==> config.mk <==
export PLATFORM = sky130hd
export DESIGN_NAME = sprite_page_dma_sequencer_top
export DESIGN_NICKNAME = d
export VERILOG_FILES = /design/src/spdma_pkg.sv /design/src/sprite_page_dma_sequencer_top.sv /design/src/spdma_core.sv
export SDC_FILE = /design/constraint.sdc
export NUM_CORES = 1
export LEC_CHECK = 0
export BUFFER_PORTS_ARGS = -buffer_cell sky130_fd_sc_hd__buf_2
export CORE_MARGIN = 4
export CORE_UTILIZATION = 45
export DETAILED_ROUTE_END_ITERATION = 7
export GPL_ROUTABILITY_DRIVEN = 0
export GPL_TIMING_DRIVEN = 0
export PLACE_DENSITY = 0.67
export SYNTH_ARGS = -nofsm -noshare
export SYNTH_HDL_FRONTEND = slang
export SYNTH_HIERARCHICAL = 1
export SYNTH_SLANG_ARGS = --single-unit
==> constraint.sdc <==
create_clock -name clk -period 3.25 [get_ports clk]
set_input_delay 0 -clock clk [delete_from_list [all_inputs] [get_ports clk]]
set_output_delay 0 -clock clk [all_outputs]
set_load 0.02 [all_outputs]
==> src/spdma_pkg.sv <==
package spdma_pkg;

  localparam logic [15:0] SPRITE_ADDR_REG = 16'h2003;
  localparam int          PAGE_SHIFT      = 8;

  localparam logic REQ_PAGE_WRITE = 1'b0;
  localparam logic REQ_TICK       = 1'b1;

  typedef struct packed {
    logic       req_type;
    logic [7:0] page_value;
    logic [7:0] read_data;
  } spdma_in_t;

  typedef struct packed {
    logic        read_enable;
    logic [15:0] read_address;
    logic        sprite_write_enable;
    logic [7:0]  sprite_index;
    logic [7:0]  sprite_data;
    logic        restore_enable;
    logic [7:0]  restore_index;
    logic        busy_res;
  } spdma_out_t;

endpackage

==> src/sprite_page_dma_sequencer_top.sv <==
// Sprite page DMA sequencer. Each input word is either a page register write
// (starts or restarts a 256-byte copy from page*256 into sprite memory) or
// one bus-cycle tick that steps the transfer phase machine; every word
// yields exactly one result word carrying the bus read request, the sprite
// memory write, the sprite address restore and the busy flag. Throughput is
// one word per clock: the block takes a new word every cycle as long as the
// result side keeps up. A word passes through the input register and then
// the result register, with the combinational phase logic between them. A
// stalled result holds in the result register; an empty input register still
// takes one more word, so a back-pressure cycle costs no bubble.
module sprite_page_dma_sequencer_top (
  input  logic                  clk,
  input  logic                  rst,
  input  logic                  item_valid,
  output logic                  item_ready,
  input  spdma_pkg::spdma_in_t  item,
  output logic                  result_valid,
  input  logic                  result_ready,
  output spdma_pkg::spdma_out_t result
);
  import spdma_pkg::*;

  // input register
  logic       in_full;
  spdma_in_t  in_word;

  // result of the phase logic for the word in the input register
  spdma_out_t step_word;
  logic       advance;

  // advance the held word when the result register is free or draining
  assign advance    = in_full && (!result_valid || result_ready);
  assign item_ready = !in_full || advance;

  always_ff @(posedge clk) begin
    if (rst) begin
      in_full <= 1'b0;
    end else if (item_ready) begin
      in_full <= item_valid;
    end
  end

  always_ff @(posedge clk) begin
    if (item_ready && item_valid) begin
      in_word <= item;
    end
  end

  spdma_core u_core (
    .clk      (clk),
    .rst      (rst),
    .step     (advance),
    .word_in  (in_word),
    .word_out (step_word)
  );

  // result register: load on advance, drop once taken
  always_ff @(posedge clk) begin
    if (rst) begin
      result_valid <= 1'b0;
    end else if (advance) begin
      result_valid <= 1'b1;
    end else if (result_ready) begin
      result_valid <= 1'b0;
    end
  end

  always_ff @(posedge clk) begin
    if (advance) begin
      result <= step_word;
    end
  end

endmodule

==> src/spdma_core.sv <==
module spdma_core (
  input  logic                 clk,
  input  logic                 rst,
  input  logic                 step,
  input  spdma_pkg::spdma_in_t  word_in,
  output spdma_pkg::spdma_out_t word_out
);
  import spdma_pkg::*;

  logic       transfer_active, transfer_active_next;
  logic       dummy_phase, dummy_phase_next;
  logic       odd_tick, odd_tick_next;
  logic [7:0] source_page, source_page_next;
  logic [7:0] byte_offset, byte_offset_next;
  logic [7:0] held_byte, held_byte_next;
  logic [7:0] saved_addr, saved_addr_next;

  always_comb begin
    transfer_active_next = transfer_active;
    dummy_phase_next     = dummy_phase;
    odd_tick_next        = odd_tick;
    source_page_next     = source_page;
    byte_offset_next     = byte_offset;
    held_byte_next       = held_byte;
    saved_addr_next      = saved_addr;
    word_out             = '0;

    if (word_in.req_type == REQ_PAGE_WRITE) begin
      // restart: keep phase flags and saved address
      transfer_active_next = 1'b1;
      byte_offset_next     = '0;
      source_page_next     = word_in.page_value;
    end else if (transfer_active) begin
      odd_tick_next = !odd_tick;
      if (dummy_phase) begin
        if (odd_tick) begin
          dummy_phase_next      = 1'b0;
          word_out.read_enable  = 1'b1;
          word_out.read_address = SPRITE_ADDR_REG;
          saved_addr_next       = word_in.read_data;
        end
      end else if (!odd_tick) begin
        word_out.read_enable  = 1'b1;
        word_out.read_address = {source_page, byte_offset};
        held_byte_next        = word_in.read_data;
      end else begin
        word_out.sprite_write_enable = 1'b1;
        word_out.sprite_index        = byte_offset;
        word_out.sprite_data         = held_byte;
        byte_offset_next             = byte_offset + 8'd1;
        if (byte_offset == 8'hFF) begin
          // last byte: restore sprite address, drop busy
          transfer_active_next    = 1'b0;
          dummy_phase_next        = 1'b1;
          odd_tick_next           = 1'b0;
          word_out.restore_enable = 1'b1;
          word_out.restore_index  = saved_addr;
        end
      end
    end

    word_out.busy_res = transfer_active_next;
  end

  always_ff @(posedge clk) begin
    if (rst) begin
      transfer_active <= 1'b0;
      dummy_phase     <= 1'b1;
      odd_tick        <= 1'b0;
      source_page     <= '0;
      byte_offset     <= '0;
      held_byte       <= '0;
      saved_addr      <= '0;
    end else if (step) begin
      transfer_active <= transfer_active_next;
      dummy_phase     <= dummy_phase_next;
      odd_tick        <= odd_tick_next;
      source_page     <= source_page_next;
      byte_offset     <= byte_offset_next;
      held_byte       <= held_byte_next;
      saved_addr      <= saved_addr_next;
    end
  end

endmodule
==> results of run 1 <==
## per-layer routing
| metal | GRT usage (%) | vias up |
|---|---|---|
| met4 | 7.56 | 0 |
| met2 | 25.1 | 84 |
| li1 | - | 1281 |
| met3 | 4.28 | 7 |
| met1 | 21.8 | 1182 |
| met5 | 0 | - |
## through the flow
step           std cells  total power [mW]  area, um2  worst slack, ns  hold slack, ns
3_3_place_gp         476              1.53       4230            0.700           0.178
4_1_cts              512              2.38       4640            0.580           0.142
2_1_floorplan        305              1.48       3760            0.907          0.0624
6_report             512              2.35       4640            0.654           0.152
5_1_grt              512              2.46       4640            0.370           0.140
3_5_place_dp         476              1.53       4230            0.602           0.178
## cell families (layout without fill, tap and decap cells)
group | after synthesis | after routing
adder cells (fa/ha/maj) | 3 | 3
AO/OA/AOI/OAI | 53 | 53
AND/OR/NAND/NOR | 122 | 122
multiplexers | 2 | 2
flip-flops | 98 | 98
buffers and inverters | 27 | 129
## layout make-up
cell class              instances  area (um2)
plain buffers                  18        88.8
clock buffers                  13         149
clock inverters                 3        63.8
fillers                       727        3540
inverters                       9        33.8
multi-input cells             180        1070
flip-flops and latches         98        2570
well taps                     105         131
repair buffers                 86         531
## registers in the layout (all words and copies together), names as in the netlist
name and cells:
u_core/saved_addr 8, u_core/source_page 8, result 44, u_core/byte_offset 8, u_core/transfer_active 1, in_word 17
result_valid 1, in_full 1, u_core/held_byte 8, u_core/odd_tick 1, u_core/dummy_phase 1
## power groups by stage
stage	logic (mW)	registers, mW	clock network (mW)
floorplan	0.0444	1.44	0
global placement	0.126	1.40	0
detailed placement	0.129	1.41	0
CTS	0.147	1.38	0.852
global route	0.160	1.38	0.916
finish	0.146	1.38	0.832
## final timing paths
check,from,end,slack (ns),cells after the start
setup / recovery,result_valid,u_core/byte_offset[5],0.65,6
hold / removal,item_valid,in_word[12],0.15,2
setup reg to reg,result_valid,u_core/byte_offset[5],0.65,6
hold reg to reg,u_core/source_page[4],u_core/source_page[4],0.45,2
## Yosys cell counts
master	count
and4b_1	1
clkbuf_1	9
inv_1	9
nand2b_1	2
buf_2	5
a211oi_1	4
a21oi_2	1
or3_1	2
nand4_1	2
a211o_1	1
nand4b_4	1
a21oi_1	32
nor2b_1	1
and2_1	32
nor4_4	1
a31oi_1	1
ha_1	3
nand3b_4	1
nor4_1	5
nand2_1	37
and4_1	1
nor3_2	1
o31ai_1	3
dfxtp_1	37
buf_4	4
mux2i_1	2
nand4b_1	1
edfxtp_1	61
nor3_1	2
and3_1	2
and2_2	3
nand4_4	1
nor2_1	5
o21ai_0	11
nand3_1	16
and2_4	1
nand3b_1	1
or4_1	3
==> metrics.txt, run 1 <==
Net Sw Frac between 20 and 25%; Seq/Total Area, Yosys 68.3%; Vias/cell roughly 5; vias in the first global route 2579; Post-Synth Simple-Gate Area between 10% and 20%; crit end category flip-flop; DR vias about 2600; Crit Path Max Fanout 45; Setup violations, final 0; Final Slew Violations 0; Mapped Avg Cell Area roughly 12 um2; Synth Area in Compound Gates under 10%; Worst-path clk slew 0.09 ns; port buffer count 66; syn_nets around 330; Final #Nets 426; clock latency on the worst-skew pair between 0.3 and 0.4 ns; Core ar. ~8000 um2; GR Overflow Total 0; root buffer cell clkbuf_8; status complete, no violations; first-pass GRT wire length approximately 13000 um; area leader, netlist edfxtp_1; DIE AREA 9890 um2; commonest non-fill, non-tap cell in the layout buf_2; VDD IR max roughly 0.00025 V; worst path arrival time between 2 and 3 ns; Logic pwr share around 6.2%; post-DP HPWL between 4000 and 5000 um; Die Width between 90 and 100 um; sequential share of power 58.5%; wire per inst 14.4 um; Initial DRT Pass Iterations 4; CP Class flip-flop to flip-flop; Yosys top cell area share around half; CP Launch Type flip-flop; H-tree Lvls 3; row count 33; f_max 385 MHz; yosys warns 6; met3 WL post-DR about 530 um; Leakage 1.74 nW; GRT Overall Usage 16.3%; CTS tree yes; Total Wirelength between 7000 and 8000 um; crit path time final roughly 2.6 ns; Num Clock Sinks 98; Final ANT Viol Nets 0; starting DRC count in detailed routing between 100 and 150; Worst Max-Slew Pin Slew around 1.1 ns; Final Cycle Share between 70% and 80%; Synth area leaders edfxtp_1, dfxtp_1, and2_1; P_sw around 480 uW; Hold Fails Final Rpt 0; Synth Area in XOR/XNOR 0%; Max-slew headroom approximately 30%; Gates resized, CTS repair 0; CTS Hold Bufs 20; Setup TNS 0 ns; area grow syn2layout 23.2%; # DRC 0; Critical Path RT between 3 and 4 ns; Met1 Wirelength roughly 3200 um; #FFs+latches synth 98; Crit path buffers/inverters 1; Fin Clk Skew 0.00824 ns; worst-path cell chain nand2b_1 -> and2_2 -> buf_4 -> nand4b_4 -> or4_1 -> a211oi_1; Netlist Area Pre-Place 3760 um2; maxcap violations 0; CTS Buf Count 9; Antenna diodes 0; internal power 1.87 mW; max incr delay on CP around 0.82 ns; largest net degree at the start of global routing 46; share of post-route cells with drive strength above 1 between 20% and 30%; final core occ around 57%; Max Used Layer met4; most frequent cells in the layout buf_2, edfxtp_1, dfxtp_1, nand2_1; initial antenna violation count 0; mux cell area share after synthesis less than 1%; fraction of the mapped netlist area in adder cells 0.997%; Synth cell types 38; Post-Syn Instances roughly 310; worst hold-check path type input port to flip-flop; Critical-path top delay cell and2_2; Initial Util 46.1%; CP top delay family simple AND/OR/NAND/NOR gates; Die Y 99.5 um; unrepaired setup endpoints after global routing no; DR WL met2 3570 um; IO Count 67; Post-CTS Setup Repair Bufs 0; PD cells between 500 and 600 nW/um2; largest family of logic cells by synthesized area simple AND/OR/NAND/NOR gates; clock share of power a little over a third; CTS Buffer Depth 2
(Power assumes the default switching activity.)
==> run 2, diff against run 1 <==
Settings changed: PLACE_DENSITY 0.67 to 0.69.
Clock period 3.25 ns to 2.2 ns, I/O delays scaled along.
==> run 2 against run 1 <==
Cell count up 0.59%. Sequential cell count unchanged. Maximum frequency increased by 35%. Largest power group unchanged.
==> metrics.txt, run 2 (synthesis results as in run 1) <==
Pwr Total roughly 3.2 mW; vias in the first global route between 2000 and 3000; Hold Fails Final Rpt 0; initial antenna violation count 0; Setup WS pre-CTS -0.0731 ns; worst path arrival time between 2 and 2.5 ns; row count 33; fill count between 700 and 800; max incr delay on CP 0.52 ns; DIE AREA a little under 10000 um2; Fin Clk Skew between 0.008 and 0.009 ns; Worst-path clk slew around 0.08 ns; Final Cycle Share between 80 and 90%; f_max about 520 MHz; root buffer cell clkbuf_8; status complete, no violations; Max-slew headroom around 61%; share of post-route cells with drive strength above 1 between 20% and 30%; crit path from result_valid; GRT Overall Usage 15.9%; CTS Buf Count 9; wire per inst 14.5 um; crit end category flip-flop; max reg flops between 40 and 50; Setup violations, final 0; Die Y ~100 um; Gates resized, CTS repair 0; first-pass GRT wire length 12200 um; GR Overflow Total 0; Antenna diodes 0; VDD IR max 0.000359 V; DR vias ~2600; Initial Util 46.1%; commonest non-fill, non-tap cell in the layout buf_2; Final #Nets around 430; clock latency on the worst-skew pair 0.35 ns; Crit Path Max Fanout 10; Final Slew Violations 0; starting DRC count in detailed routing 121; critical hold path startpoint result_ready; post-route setup slack between 0.2 and 0.3 ns; CTS tree yes; worst reg2reg startpoint result_valid; most frequent cells in the layout buf_2, edfxtp_1, dfxtp_1, nand2_1; Final ANT Viol Nets 0; Initial DRT Pass Iterations 4; worst-path cell chain nand2b_1 -> and2_4 -> buf_4 -> nand4b_4 -> or4_1 -> a211oi_1; PD cells 699 nW/um2; Critical-path top delay cell or4_1; Die Width between 90 and 100 um; Leakage between 1.5 and 2 nW; Worst Max-Slew Pin Slew 0.579 ns; IO Count 67; port buffer count 66; Setup TNS 0 ns; final core occ between 50 and 60%; post-DP HPWL 4840 um; unrepaired setup endpoints after global routing no; largest reg by FF count result; Critical Path RT around 2.5 ns; Num Clock Sinks between 90 and 100; Total Wirelength 7490 um; area grow syn2layout 22.2%; Core ar. 8180 um2; biggest registers after layout result (44), in_word (17); CTS Buffer Depth 2; Vias/cell around 5.0; H-tree Lvls 3; # DRC 0; worst hold-check path type input port to flip-flop; crit path time final roughly 1.9 ns; FF-to-FF setup slack roughly 0.28 ns; CP Launch Type flip-flop; largest net degree at the start of global routing 24; CP Class flip-flop to flip-flop; maxcap violations 0
run 2: cell types whose count changed in the layout (fill, tap and decap cells not counted):
cell / change
bufinv_16: -2
and2_2: +1
clkinv_2: +3
and2_4: +1
buf_4: +2
clkbuf_8: -1
dlygate4sd3_1: -1
run 2: layout make-up:
cell class	instances	area [um2]	share of cell area [%]
Buffer	18	88.8	1.93
Multi-Input combinational cell	182	1090	23.6
Clock inverter	4	18.8	0.408
Timing Repair Buffer	87	536	11.6
Clock buffer	12	135	2.94
Tap cell	105	131	2.85
Inverter	9	33.8	0.734
Sequential cell	98	2570	55.9
run 2: stage by stage:
| stage | instance area [um2] | cells | hold WS (ns) |
|---|---|---|---|
| after floorplan | 3770 | 305 | 0.0624 |
| after global placement | 4230 | 476 | 0.178 |
| after detailed placement | 4230 | 476 | 0.178 |
| after CTS | 4580 | 512 | 0.0291 |
| after global routing | 4600 | 515 | 0.135 |
| final | 4600 | 515 | 0.110 |
run 2: worst paths after layout:
kind	to	cells past startpoint
worst min-delay path	result_valid	3
worst min register to register	u_core/held_byte[0]	2
worst max-delay path	u_core/byte_offset[5]	6
worst max register to register	u_core/byte_offset[5]	6
run 2: critical path, delay by kind of cell, from the launching register on:
family                 cells  cell delay [ns]
and+or+nand+nor            4             1.10
buffers and inverters      1             0.16
DFF                        1             0.35
AOI/OAI and AO/OA          1             0.23
run 2: per-layer routing:
layer / part of all wire (%) / vias up / GRT usage (%)
met5: 0 / - / 0
met4: 1.3 / 0 / 5.78
met3: 7.7 / 8 / 4.63
met2: 47 / 89 / 24.4
met1: 44 / 1213 / 21.6
li1: - / 1288 / -
run 2: repair_timing:
item                                   4_1_cts  5_1_grt
hold buffers                                19        0
setup buffers                                0        2
setup endpoints to repair                    4        9
endpoints found under the hold margin       19        0
cloned                                       1        1
pin swaps                                    0        0
run 2: power breakdown:
part	internal, mW	switching (mW)	total (mW)	leakage [nW]
Sequential	2.01	0.0235	2.03	0.868
Clock	0.403	0.560	0.963	0.0816
Combinational	0.0842	0.137	0.221	0.780
Total	2.50	0.720	3.22	1.73
